===== src/rtl/packet_slot_fifo_macros.svh =====
// ----------------------------------------------------------------------------
// Packet slot FIFO assertion macros
// Shared concurrent assertion forms, clocked on clk_i, off during reset.
// ----------------------------------------------------------------------------
`ifndef PACKET_SLOT_FIFO_MACROS_SVH
`define PACKET_SLOT_FIFO_MACROS_SVH

// Same-cycle implication.
`define PSF_ASSERT(label, ante, cons, msg) \
  label: assert property (@(posedge clk_i) disable iff (!rst_ni) (ante) |-> (cons)) \
    else $error(msg);

// Next-cycle implication.
`define PSF_ASSERT_NXT(label, ante, cons, msg) \
  label: assert property (@(posedge clk_i) disable iff (!rst_ni) (ante) |=> (cons)) \
    else $error(msg);

`endif


===== src/rtl/psf_pkg.sv =====
// ----------------------------------------------------------------------------
// psf_pkg
// Command, status and word types shared by the packet slot FIFO modules.
// ----------------------------------------------------------------------------
package psf_pkg;

  typedef enum logic [2:0] {
    CMD_WRITE_BYTE = 3'd0,
    CMD_COMMIT     = 3'd1,
    CMD_READ_BYTE  = 3'd2,
    CMD_RELEASE    = 3'd3,
    CMD_CLEAR      = 3'd4
  } cmd_e;

  typedef enum logic [1:0] {
    ST_OK       = 2'd0,
    ST_FULL     = 2'd1,
    ST_EMPTY    = 2'd2,
    ST_TOO_LONG = 2'd3
  } status_e;

  localparam int unsigned LenW = 9;

  typedef struct packed {
    logic [2:0]      command;
    logic [7:0]      byte_offset;
    logic [7:0]      write_data;
    logic [LenW-1:0] packet_length;
  } in_word_t;

  typedef struct packed {
    logic [1:0]      status;
    logic [7:0]      read_data;
    logic [LenW-1:0] read_length;
    logic            full_flag;
    logic            empty_flag;
  } out_word_t;

  // Per-command memory requests and result flags from the pointer control.
  typedef struct packed {
    logic    byte_we;
    logic    byte_re;
    logic    len_we;
    logic    len_fwd;
    logic    len_valid;
    status_e status;
    logic    full;
    logic    empty;
  } mem_req_t;

endpackage


===== src/rtl/psf_ptr_ctrl.sv =====
// ----------------------------------------------------------------------------
// psf_ptr_ctrl
// Write/read pointers with wrap bit, length fill count, command decode.
// ----------------------------------------------------------------------------
`include "packet_slot_fifo_macros.svh"

module psf_ptr_ctrl #(
  parameter int SLOTS      = 16,
  parameter int SLOT_BYTES = 256,
  parameter int SIW        = (SLOTS > 1) ? $clog2(SLOTS) : 1
) (
  input  logic                clk_i,
  input  logic                rst_ni,
  input  logic                accept_i,
  input  psf_pkg::in_word_t   cmd_i,
  input  logic [8:0]          cfg_cap_i,
  output psf_pkg::mem_req_t   req_o,
  output logic [SIW-1:0]      wslot_o,
  output logic [SIW-1:0]      rslot_o,
  output logic [SIW-1:0]      len_rd_slot_o
);
  import psf_pkg::*;

  localparam int PW = (2 * SLOTS > 1) ? $clog2(2 * SLOTS) : 1;
  localparam int FW = $clog2(SLOTS + 1);

  logic [PW-1:0] wptr_q, wptr_d, rptr_q, rptr_d;
  logic [FW-1:0] fill_q, fill_d;
  logic [SIW-1:0] wslot, rslot, rslot_nxt, wslot_nxt;
  logic          empty_now, full_now, too_long;

  function automatic logic [SIW-1:0] slot_of(logic [PW-1:0] ptr);
    return (ptr >= PW'(SLOTS)) ? SIW'(ptr - PW'(SLOTS)) : SIW'(ptr);
  endfunction

  function automatic logic [PW-1:0] advance(logic [PW-1:0] ptr);
    return (ptr == PW'(2 * SLOTS - 1)) ? '0 : ptr + PW'(1);
  endfunction

  assign wslot     = slot_of(wptr_q);
  assign rslot     = slot_of(rptr_q);
  assign empty_now = (wptr_q == rptr_q);
  assign full_now  = (wslot == rslot) && !empty_now;
  assign too_long  = (cmd_i.packet_length > cfg_cap_i) ||
                     (int'(cmd_i.packet_length) > SLOT_BYTES);

  // Next pointers, memory requests and post-command flags
  always_comb begin
    wptr_d         = wptr_q;
    rptr_d         = rptr_q;
    req_o.byte_we  = 1'b0;
    req_o.byte_re  = 1'b0;
    req_o.len_we   = 1'b0;
    req_o.status   = ST_OK;
    if (accept_i) begin
      case (cmd_i.command)
        CMD_WRITE_BYTE: begin
          if (full_now) req_o.status = ST_FULL;
          else          req_o.byte_we = 1'b1;
        end
        CMD_COMMIT: begin
          if (too_long) begin
            req_o.status = ST_TOO_LONG;
          end else if (full_now) begin
            req_o.status = ST_FULL;
          end else begin
            req_o.len_we = 1'b1;
            wptr_d       = advance(wptr_q);
          end
        end
        CMD_READ_BYTE: begin
          // stale data is still returned when empty
          req_o.byte_re = 1'b1;
          if (empty_now) req_o.status = ST_EMPTY;
        end
        CMD_RELEASE: begin
          if (empty_now) req_o.status = ST_EMPTY;
          else           rptr_d = advance(rptr_q);
        end
        CMD_CLEAR: begin
          wptr_d = '0;
          rptr_d = '0;
        end
        default: ;
      endcase
    end

    // Length entries are written in slot order from zero, so the written set
    // is always a prefix: a fill count stands in for per-entry valid bits.
    wslot_nxt       = slot_of(wptr_d);
    rslot_nxt       = slot_of(rptr_d);
    req_o.empty     = (wptr_d == rptr_d);
    req_o.full      = (wslot_nxt == rslot_nxt) && (wptr_d != rptr_d);
    req_o.len_fwd   = req_o.len_we && (wslot == rslot_nxt);
    req_o.len_valid = (FW'(rslot_nxt) < fill_q);
    fill_d          = fill_q;
    if (req_o.len_we && (FW'(wslot) == fill_q)) fill_d = fill_q + FW'(1);
  end

  always_ff @(posedge clk_i or negedge rst_ni) begin
    if (!rst_ni) begin
      wptr_q <= '0;
      rptr_q <= '0;
      fill_q <= '0;
    end else begin
      wptr_q <= wptr_d;
      rptr_q <= rptr_d;
      fill_q <= fill_d;
    end
  end

  assign wslot_o       = wslot;
  assign rslot_o       = rslot;
  assign len_rd_slot_o = rslot_nxt;

  `PSF_ASSERT(a_fill_range, 1'b1, fill_q <= FW'(SLOTS), "length fill count past depth")
  `PSF_ASSERT(a_ptr_range, 1'b1, (int'(wptr_q) < 2*SLOTS) && (int'(rptr_q) < 2*SLOTS), "bad ptr")
  `PSF_ASSERT_NXT(a_clear_empty, accept_i && (cmd_i.command == CMD_CLEAR), (wptr_q == '0) && (rptr_q == '0), "clear left pointers set")

endmodule


===== config.mk =====
export PLATFORM = sky130hd
export DESIGN_NAME = psf_ptr_ctrl
export DESIGN_NICKNAME = d
export VERILOG_FILES = /design/src/rtl/psf_pkg.sv /design/src/rtl/psf_ptr_ctrl.sv
export VERILOG_INCLUDE_DIRS = /design/src /design/src/rtl
export SDC_FILE = /design/constraint.sdc
export NUM_CORES = 1
export LEC_CHECK = 0
export ABC_AREA = 0
export BUFFER_PORTS_ARGS = -buffer_cell sky130_fd_sc_hd__buf_4
export CORE_UTILIZATION = 50
export DETAILED_ROUTE_END_ITERATION = 10
export PLACE_DENSITY = 0.85
export SETUP_SLACK_MARGIN = 0.05
export SLEW_MARGIN = 25
export SYNTH_ARGS = -nofsm -noshare
export SYNTH_HDL_FRONTEND = slang
export SYNTH_SLANG_ARGS = --single-unit

===== constraint.sdc =====
create_clock -name clk_i -period 3.72 [get_ports clk_i]
set_input_delay 0.744 -clock clk_i [delete_from_list [all_inputs] [get_ports clk_i]]
set_output_delay 0.744 -clock clk_i [all_outputs]
set_load 0.01 [all_outputs]

==> metrics, run 1 <==
drt drc 0; DR pass1 iterations 4; Worst EP required about 3000 ps; EDFF count, synth 0; Slew HR 0.7054; Die W 59.37 µm; CTS root buf clkbuf_4; setup ws final -177.6 ps; post-route cell area 2376 µm²; initial antenna violation count 0; Worst-Margin Slew approximately 440 ps; grt total ovfl 0; setup violators final 2; area post-placement 2004 µm²; Cell Rows 20; Critical Setup Path Class primary input to output port; hold_ws approximately 300 ps; final wirelength 4.889 mm; ys async rst share 1.000; vias per cell 5.707; via count 1638; # H-tree levels 1; crit-path cells buf_6, inv_4, ha_4, a21oi_2, nor2b_1, or4_4, a211oi_4, o2bb2ai_2, xor2_1, nand2_2, nor4_4, buf_4; unrepaired setup endpoints after global routing yes; clock latency at the later pin of the worst-skew pair 280 ps; critical path capture point type output port; Clk pin slew, worst setup/hold paths approximately 90 ps; Starting Density 0.5346; syn_nets 245; VDD IR max 0.2189 mV; CTS Buffer Depth 2; Clock Skew 0.8689 ps; average wire per standard cell 17.03 µm; first-pass GRT wire length 7.176 mm; Worst Path Arrival between 3000 and 4000 ps; GP Congestion 0.8415; cells after synthesis 188; antenna cells 0; # IOs 61; dominant synthesized flop cell dfrtp_1; PwrDens 265.4 nW/µm²; Final #Nets 301; min cycle time layout between 3000 and 4000 ps; synthesis-stage register bit count 15; CP max stage delay approximately 530 ps; max-slew violation count 0; Max Cap Viol 0; P_leak 1.151 nW; Critical Path Source Type primary input; Crit Path Max Fanout 4; vias in the first global route 1553; IO Port Bufs 44; GRT Overall Usage 0.2745; CTS tree yes; Tcrit/Tclk final 1.048; warnings from Yosys 0; outcome finished with violations; clock tree sinks 15; Synth Cell Area around 1600 µm²; Final Hold Viols 0; post-synthesis sequential area ratio 0.2281; P&R area growth vs syn 44.41%; average size of a mapped cell 8.752 µm²; share of cells above drive strength 1 0.4938; post-route ant nets 0; pre-CTS WS -249.0 ps; drt first-iter violations 94; worst hold path type primary input to async pin; Num CTS Buffers 3; die area roughly 3500 µm²; post-synthesis cell type count 49; CP max stage cell or4_4; failing checks setup timing; fmax approximately 260 MHz; Core Region 3078 µm²; HPWL Detailed 3.049 mm; largest net degree at the start of global routing 16; Die Y-Extent 59.37 µm
[repair_timing]
item	in CTS	in global routing
setup buffers	8	5
pin swaps	10	9
hold buffers	0	0
endpoints found under the setup margin	2	4
resized for setup	22	29
[area by class of cell]
type / instances / area, µm²
Inverter: 16 / 67.56
Clock buffer: 4 / 26.28
Timing Repair Buffer: 67 / 533.0
Sequential cell: 15 / 376.6
Fill cell: 189 / 701.9
Tap cell: 44 / 55.05
Multi-Input combinational cell: 141 / 1318
[synth_stat cells (4+ instances only)]
cell | instances | area share
xnor2_1 | 10 | 0.053
nand2_1 | 16 | 0.037
dfrtp_1 | 15 | 0.23
o21ai_1 | 5 | 0.015
o21ai_0 | 5 | 0.015
and3_1 | 4 | 0.015
xor2_1 | 13 | 0.069
inv_1 | 16 | 0.037
a21oi_1 | 8 | 0.024
nand3_1 | 6 | 0.018
nand2b_1 | 4 | 0.015
nor2_1 | 9 | 0.021
ha_1 | 17 | 0.13
buf_4 | 12 | 0.055
[final timing paths]
path,start,to,slack (ps),cells after the start
setup / recovery,cfg_cap_i[3],req_o[0],-180,12
hold / removal,rst_ni,rptr_q[2],300,1
setup reg to reg,wptr_q[0],fill_q[3],1020,10
hold reg to reg,fill_q[0],fill_q[0],570,1
max in group asynchronous,rst_ni,wptr_q[2],3220,1
min in group clk_i,fill_q[0],fill_q[0],570,1
[report_power, final]
| part | switching (mW) | total, mW | internal, mW |
|---|---|---|---|
| logic | 0.175 | 0.341 | 0.166 |
| clock network | 0.0511 | 0.0928 | 0.0416 |
| registers | 0.0221 | 0.197 | 0.174 |
[critical path: cells and delay by family]
family          cells  cell delay (ps)
simple gates        4             1010
compound gates      3              660
buf+inv             3              320
xor+xnor            1              220
fa+ha+maj           1              200
[metrics by stage]
step | utilization | instances | setup TNS, ps | power (mW)
final | 0.7720 | 287 | -313.4 | 0.6306
after global routing | 0.7720 | 287 | -438.8 | 0.6759
after CTS | 0.7183 | 284 | -112.8 | 0.5887
after detailed placement | 0.6512 | 272 | -394.9 | 0.4726
after global placement | 0.6512 | 272 | -313.0 | 0.4635
after floorplan | - | 188 | 0 | 0.3835
[routing by layer]
metal | global-route usage | part of all wire | up-vias
met5 | 0 | 0 | -
met4 | 0.09864 | 0.023 | 0
met3 | 0.04585 | 0.055 | 12
met2 | 0.4831 | 0.48 | 67
met1 | 0.3342 | 0.44 | 791
li1 | - | - | 768
[sequential cells by signal (all words and copies together) (netlist names)]
name,flops
fill_q,5
rptr_q,5
wptr_q,5
[cells by family (layout without fill, tap and decap cells)]
logic type | Yosys count | count (layout) | synth area share
AO/OA/AOI/OAI | 40 | 40 | 0.1863
adder cells (fa/ha/maj) | 17 | 17 | 0.1293
flip-flops | 15 | 15 | 0.2281
AND/OR/NAND/NOR | 60 | 60 | 0.2205
multiplexers | 1 | 1 | 0.006084
XOR/XNOR | 23 | 23 | 0.1224
buffers and inverters | 32 | 87 | 0.1072
[placed cells by master, fill, tap and decap left out, drive strengths merged, types with 6 or more instances in the layout]
cell,instances
inv,16
nor2,9
dfrtp,15
ha,17
a21oi,11
nand2,16
o21ai,11
xnor2,10
nand3,6
xor2,13
buf,67
No activity file was read; power rests on OpenSTA's default activity.
==> run 2, diff against run 1 <==
--- a/config.mk
+++ b/config.mk
@@ -10,8 +10,9 @@
 export BUFFER_PORTS_ARGS = -buffer_cell sky130_fd_sc_hd__buf_4
 export CORE_UTILIZATION = 50
 export DETAILED_ROUTE_END_ITERATION = 10
-export PLACE_DENSITY = 0.85
+export PLACE_DENSITY = 0.88
 export SETUP_SLACK_MARGIN = 0.05
+export SKIP_CTS_REPAIR_TIMING = 1
 export SLEW_MARGIN = 25
 export SYNTH_ARGS = -nofsm -noshare
 export SYNTH_HDL_FRONTEND = slang
==> run 2 against run 1 <==
  * The flow still finishes with violations (setup timing)
  * Design area shrank 9.0%
  * Hold slack worse by 3.2 ps
  * Count of clock-buffer cells in the layout unchanged
  * Global-route usage decreased by 4.5 points
  * Register-to-register slack better by 150 ps
==> metrics, run 2 (same netlist as run 1, synthesis figures left out) <==
GRT Overall Usage 0.2294 (was 0.2745); Clk pin slew, worst setup/hold paths 80 ps (was 90 ps); worst hold path type primary input to async pin (unchanged); crit-path cells buf_4, inv_1, ha_4, nor2b_1, or4_4, a211oi_4, o2bb2ai_2, xor2_1, nand2_1, nor4b_2, buf_4 (was buf_6, inv_4, ha_4, a21oi_2, nor2b_1, or4_4, a211oi_4, o2bb2ai_2, xor2_1, nand2_2, nor4_4, buf_4); Gate power share 0.501 (was 0.541); P_leak 1.079 nW (was 1.151 nW); # IOs 61 (unchanged); net load switching power 0.2176 mW (was 0.2487 mW); Clk pwr share 0.158 (was 0.147); sequential share of power 0.341 (was 0.312); die area 3524 µm² (unchanged); IO Port Bufs 44 (unchanged); CTS tree yes (unchanged); Tcrit/Tclk final 1.044 (was 1.048); clock tree sinks 15 (unchanged); Die W 59.37 µm (unchanged); antenna cells 0 (unchanged); Final Hold Viols 0 (unchanged); Critical Path Source Type primary input (unchanged); CTS Buffer Depth 2 (unchanged); CP max stage cell or4_4 (unchanged); Num CTS Buffers 3 (unchanged); final wirelength 3.932 mm (was 4.889 mm); Crit Path Max Fanout 5 (was 4); HPWL Detailed 3.009 mm (was 3.049 mm); GP Congestion 0.8268 (was 0.8415); Worst EP required 2980 ps (about the same); critical path capture point type output port (unchanged); setup violators final 2 (unchanged); share of cells above drive strength 1 0.4103 (was 0.4938); outcome finished with violations (unchanged); Starting Density 0.5346 (unchanged); CP max stage delay 570 ps (was 530 ps); commonest cells after routing, fill and taps aside buf_4, nand2_1, dfrtp_1 (unchanged); VDD IR max 0.2135 mV (was 0.2189 mV); drt first-iter violations 85 (was 94); average wire per standard cell 14.14 µm (was 17.03 µm); Worst-Margin Slew 446.1 ps (was 441.9 ps); PwrDens 264.8 nW/µm² (was 265.4 nW/µm²); Clock Skew 3.149 ps (was 0.8689 ps); setup ws final -164.2 ps (was -177.6 ps); grt total ovfl 0 (unchanged); max-slew violation count 0 (unchanged); largest net degree at the start of global routing 16 (unchanged); drt drc 0 (unchanged); vias in the first global route 1477 (was 1553); failing checks setup timing (unchanged); CTS root buf clkbuf_4 (unchanged); DR pass1 iterations 4 (unchanged); r2r setup slk 1170 ps (was 1020 ps); P&R area growth vs syn 31.48% (was 44.41%); initial antenna violation count 0 (unchanged); Critical Setup Path Class primary input to output port (unchanged); # H-tree levels 1 (unchanged); most frequent CP cell buf_4; vias per cell 5.356 (was 5.707); Max Cap Viol 0 (unchanged); min cycle time layout 3884 ps (was 3898 ps); biggest regs fill_q: 5 flops, rptr_q: 5 flops, wptr_q: 5 flops (unchanged); setup tns final -289.0 ps (was -313.4 ps); pre-CTS WS -227.8 ps (was -249.0 ps); post-route ant nets 0 (unchanged); Final #Nets 292 (was 301); first-pass GRT wire length 6.182 mm (was 7.176 mm); via count 1489 (was 1638); fmax 257.5 MHz (was 256.6 MHz); Worst Path Arrival 3140 ps (was 3150 ps); Slew HR 0.6994 (was 0.7054); most common cell after layout, fill and taps aside buf_4 (unchanged); sw frac 0.3799 (was 0.3944); fillcell total 233 (was 189); unrepaired setup endpoints after global routing yes (unchanged); internal power 0.3552 mW (was 0.3819 mW); Cell Rows 20 (unchanged); Core Region 3078 µm² (unchanged); clock latency at the later pin of the worst-skew pair 280 ps (about the same); Die Y-Extent 59.37 µm (unchanged)
run 2: final timing paths:
check,depth (start not counted),endpoint,startpoint
min reg2reg,1,fill_q[3],fill_q[3]
max in group asynchronous,1,wptr_q[2],rst_ni
max,11,req_o[1],cfg_cap_i[4]
min in group clk_i,1,fill_q[3],fill_q[3]
max reg2reg,9,fill_q[3],wptr_q[2]
min,1,wptr_q[1],rst_ni
run 2: critical path, delay by kind of cell:
kind	cells	cell delay, ps
xor+xnor	1	170
fa+ha+maj	1	220
buf+inv	3	380
simple gates	4	1030
compound gates	2	580
run 2: layout make-up:
type	instances	area, µm²	share of cell area
Multi-Input combinational cell	141	1204	0.5564
Inverter	16	62.56	0.02892
Clock buffer	4	26.28	0.01215
Sequential cell	15	376.6	0.1741
Timing Repair Buffer	58	439.2	0.2030
Tap cell	44	55.05	0.02545
run 2: layer usage:
layer,share of wire,track usage,vias to the layer above
met2,0.51,0.4061,47
met4,0.010,0.03061,0
met3,0.047,0.05240,4
met1,0.43,0.2892,691
li1,-,-,747
met5,0,0,-
run 2: through the flow:
stage	cell area, µm²	std cells	hold WS (ps)	util	power (mW)
2_1_floorplan	1645	188	448.4	-	0.3835
3_3_place_gp	2004	272	538.3	0.6512	0.4622
6_report	2163	278	297.8	0.7028	0.5728
3_5_place_dp	2004	272	542.9	0.6512	0.4699
4_1_cts	2031	276	292.6	0.6598	0.5631
5_1_grt	2163	278	281.1	0.7028	0.6211
run 2: power by group through the flow:
stage          clock, mW  combinational, mW  sequential [mW]
5_1_grt            0.103              0.320            0.198
4_1_cts           0.0952              0.273            0.195
3_3_place_gp           0              0.264            0.198
2_1_floorplan          0              0.191            0.192
6_report          0.0903              0.287            0.196
3_5_place_dp           0              0.272            0.198
==> run 3, diff against run 2 <==
--- a/config.mk
+++ b/config.mk
@@ -11,6 +11,7 @@
 export CORE_UTILIZATION = 50
 export DETAILED_ROUTE_END_ITERATION = 10
 export PLACE_DENSITY = 0.88
+export RECOVER_POWER = 25
 export SETUP_SLACK_MARGIN = 0.05
 export SKIP_CTS_REPAIR_TIMING = 1
 export SLEW_MARGIN = 25
==> run 3 against run 2 <==
  * The flow still finishes with violations (setup timing)
  * Clock power hardly changed
  * Sequential share of layout area about the same
  * Utilization fell by 0.12 points
  * Fmax is essentially flat
  * Register-to-register slack about the same
  * Flip-flop and latch count unchanged
  * Sequential power about the same
  * Critical endpoint unchanged
==> metrics, run 3 (same netlist as run 1, synthesis figures left out) <==
via count 1491 (was 1489); average wire per standard cell 14.12 µm (was 14.14 µm); setup violators final 2 (unchanged); setup tns final -285.8 ps (was -289.0 ps); IO Port Bufs 44 (unchanged); outcome finished with violations (unchanged); vias per cell 5.363 (was 5.356); drt first-iter violations 85 (unchanged); antenna cells 0 (unchanged); biggest regs fill_q: 5 flops, rptr_q: 5 flops, wptr_q: 5 flops (unchanged); die area 3524 µm² (unchanged); Core Region 3078 µm² (unchanged); share of cells above drive strength 1 0.4060 (was 0.4103); clock latency at the later pin of the worst-skew pair 280 ps (about the same); Critical Path Source Type primary input (unchanged); multi-input logic area 1204 µm² (unchanged); Critical Setup Path Class primary input to output port (unchanged); Clock Skew 3.149 ps (unchanged); initial antenna violation count 0 (unchanged); Final Hold Viols 0 (unchanged); fmax 257.6 MHz (was 257.5 MHz); Slew HR 0.4782 (was 0.6994); most common cell after layout, fill and taps aside buf_4 (unchanged); fillcell total 235 (was 233); Num CTS Buffers 3 (unchanged); final wirelength 3.924 mm (was 3.932 mm); CTS tree yes (unchanged); Max Cap Viol 0 (unchanged); GP Congestion 0.8268 (unchanged); worst hold path type primary input to async pin (unchanged); Worst Path Arrival 3140 ps (about the same); Core Util, Final 0.7016 (was 0.7028); CTS root buf clkbuf_4 (unchanged); setup ws final -162.7 ps (was -164.2 ps); CTS Buffer Depth 2 (unchanged); drt drc 0 (unchanged); P&R area growth vs syn 31.25% (was 31.48%); Starting Density 0.5346 (unchanged); Cell Rows 20 (unchanged); critical path capture point type output port (unchanged); Die Y-Extent 59.37 µm (unchanged); VDD IR max 0.2136 mV (was 0.2135 mV); HPWL Detailed 3.009 mm (unchanged); first-pass GRT wire length 6.182 mm (unchanged); area post-placement 2004 µm² (unchanged); Die W 59.37 µm (unchanged); vias in the first global route 1477 (unchanged); post-route ant nets 0 (unchanged); # H-tree levels 1 (unchanged); Worst Setup SP cfg_cap_i[4] (unchanged); Tcrit/Tclk final 1.044 (about the same); failing checks setup timing (unchanged); R2R Path Start wptr_q[2] (unchanged); PwrDens 265.0 nW/µm² (was 264.8 nW/µm²); largest net degree at the start of global routing 16 (unchanged); clock tree sinks 15 (unchanged); post-route cell area 2160 µm² (was 2163 µm²); register area 376.6 µm² (unchanged); commonest cells after routing, fill and taps aside buf_4, nand2_1, dfrtp_1 (unchanged); DR pass1 iterations 4 (unchanged); P_leak 1.075 nW (was 1.079 nW); grt total ovfl 0 (unchanged); Crit Path Max Fanout 5 (unchanged); GRT Overall Usage 0.2294 (unchanged); max-slew violation count 0 (unchanged); Clk pin slew, worst setup/hold paths 80 ps (about the same); # IOs 61 (unchanged); Worst EP required 2980 ps (about the same); Final #Nets 292 (unchanged); Power, Total 0.5723 mW (was 0.5728 mW); Worst-Margin Slew 782.7 ps (was 446.1 ps); min cycle time layout 3883 ps (was 3884 ps); unrepaired setup endpoints after global routing yes (unchanged)
run 3: cell types whose count changed in the layout (fill, tap and decap cells not counted):
cell and change:
buf_4 -1, clkbuf_1 +1
run 3: worst paths after layout:
kind / to / slack, ps / cells past startpoint
min reg2reg: fill_q[3] / 560 / 1
min in group clk_i: fill_q[3] / 560 / 1
min: wptr_q[1] / 510 / 1
max reg2reg: fill_q[3] / 1170 / 9
max: req_o[1] / -160 / 11
max in group asynchronous: wptr_q[2] / 2670 / 1
run 3: final cells by class:
cell class,instances,share of cell area
clock buffers,4,0.01217
flip-flops and latches,15,0.1744
repair buffers,58,0.2016
multi-input cells,141,0.5574
inverters,16,0.02897
well taps,44,0.02549
run 3: power breakdown:
part	leakage, nW	internal (mW)	switching (mW)
clock network	0.0150	0.0417	0.0486
logic	0.859	0.138	0.148
registers	0.202	0.174	0.0211
run 3: metrics by stage:
| step | setup WS (ps) | std cells | hold slack (ps) |
|---|---|---|---|
| floorplan | 101.8 | 188 | 448.4 |
| finish | -162.7 | 278 | 511.1 |
| global route | -281.8 | 278 | 550.3 |
| CTS | -240.2 | 276 | 292.6 |
| detailed placement | -227.8 | 272 | 542.9 |
| global placement | -151.0 | 272 | 538.3 |
run 3: worst max-delay path, stage by stage:
cell and delay, ps:
buf_4 110, inv_1 100, ha_4 220, nor2b_1 120, or4_4 570, a211oi_4 410, o2bb2ai_2 170, xor2_1 170
nand2_1 90, nor4b_2 250, buf_4 170
run 3: per-layer routing:
metal / part of all wire / GRT usage
met3: 0.044 / 0.05240
met2: 0.51 / 0.4061
met5: 0 / 0
met1: 0.43 / 0.2892
met4: 0.010 / 0.03061
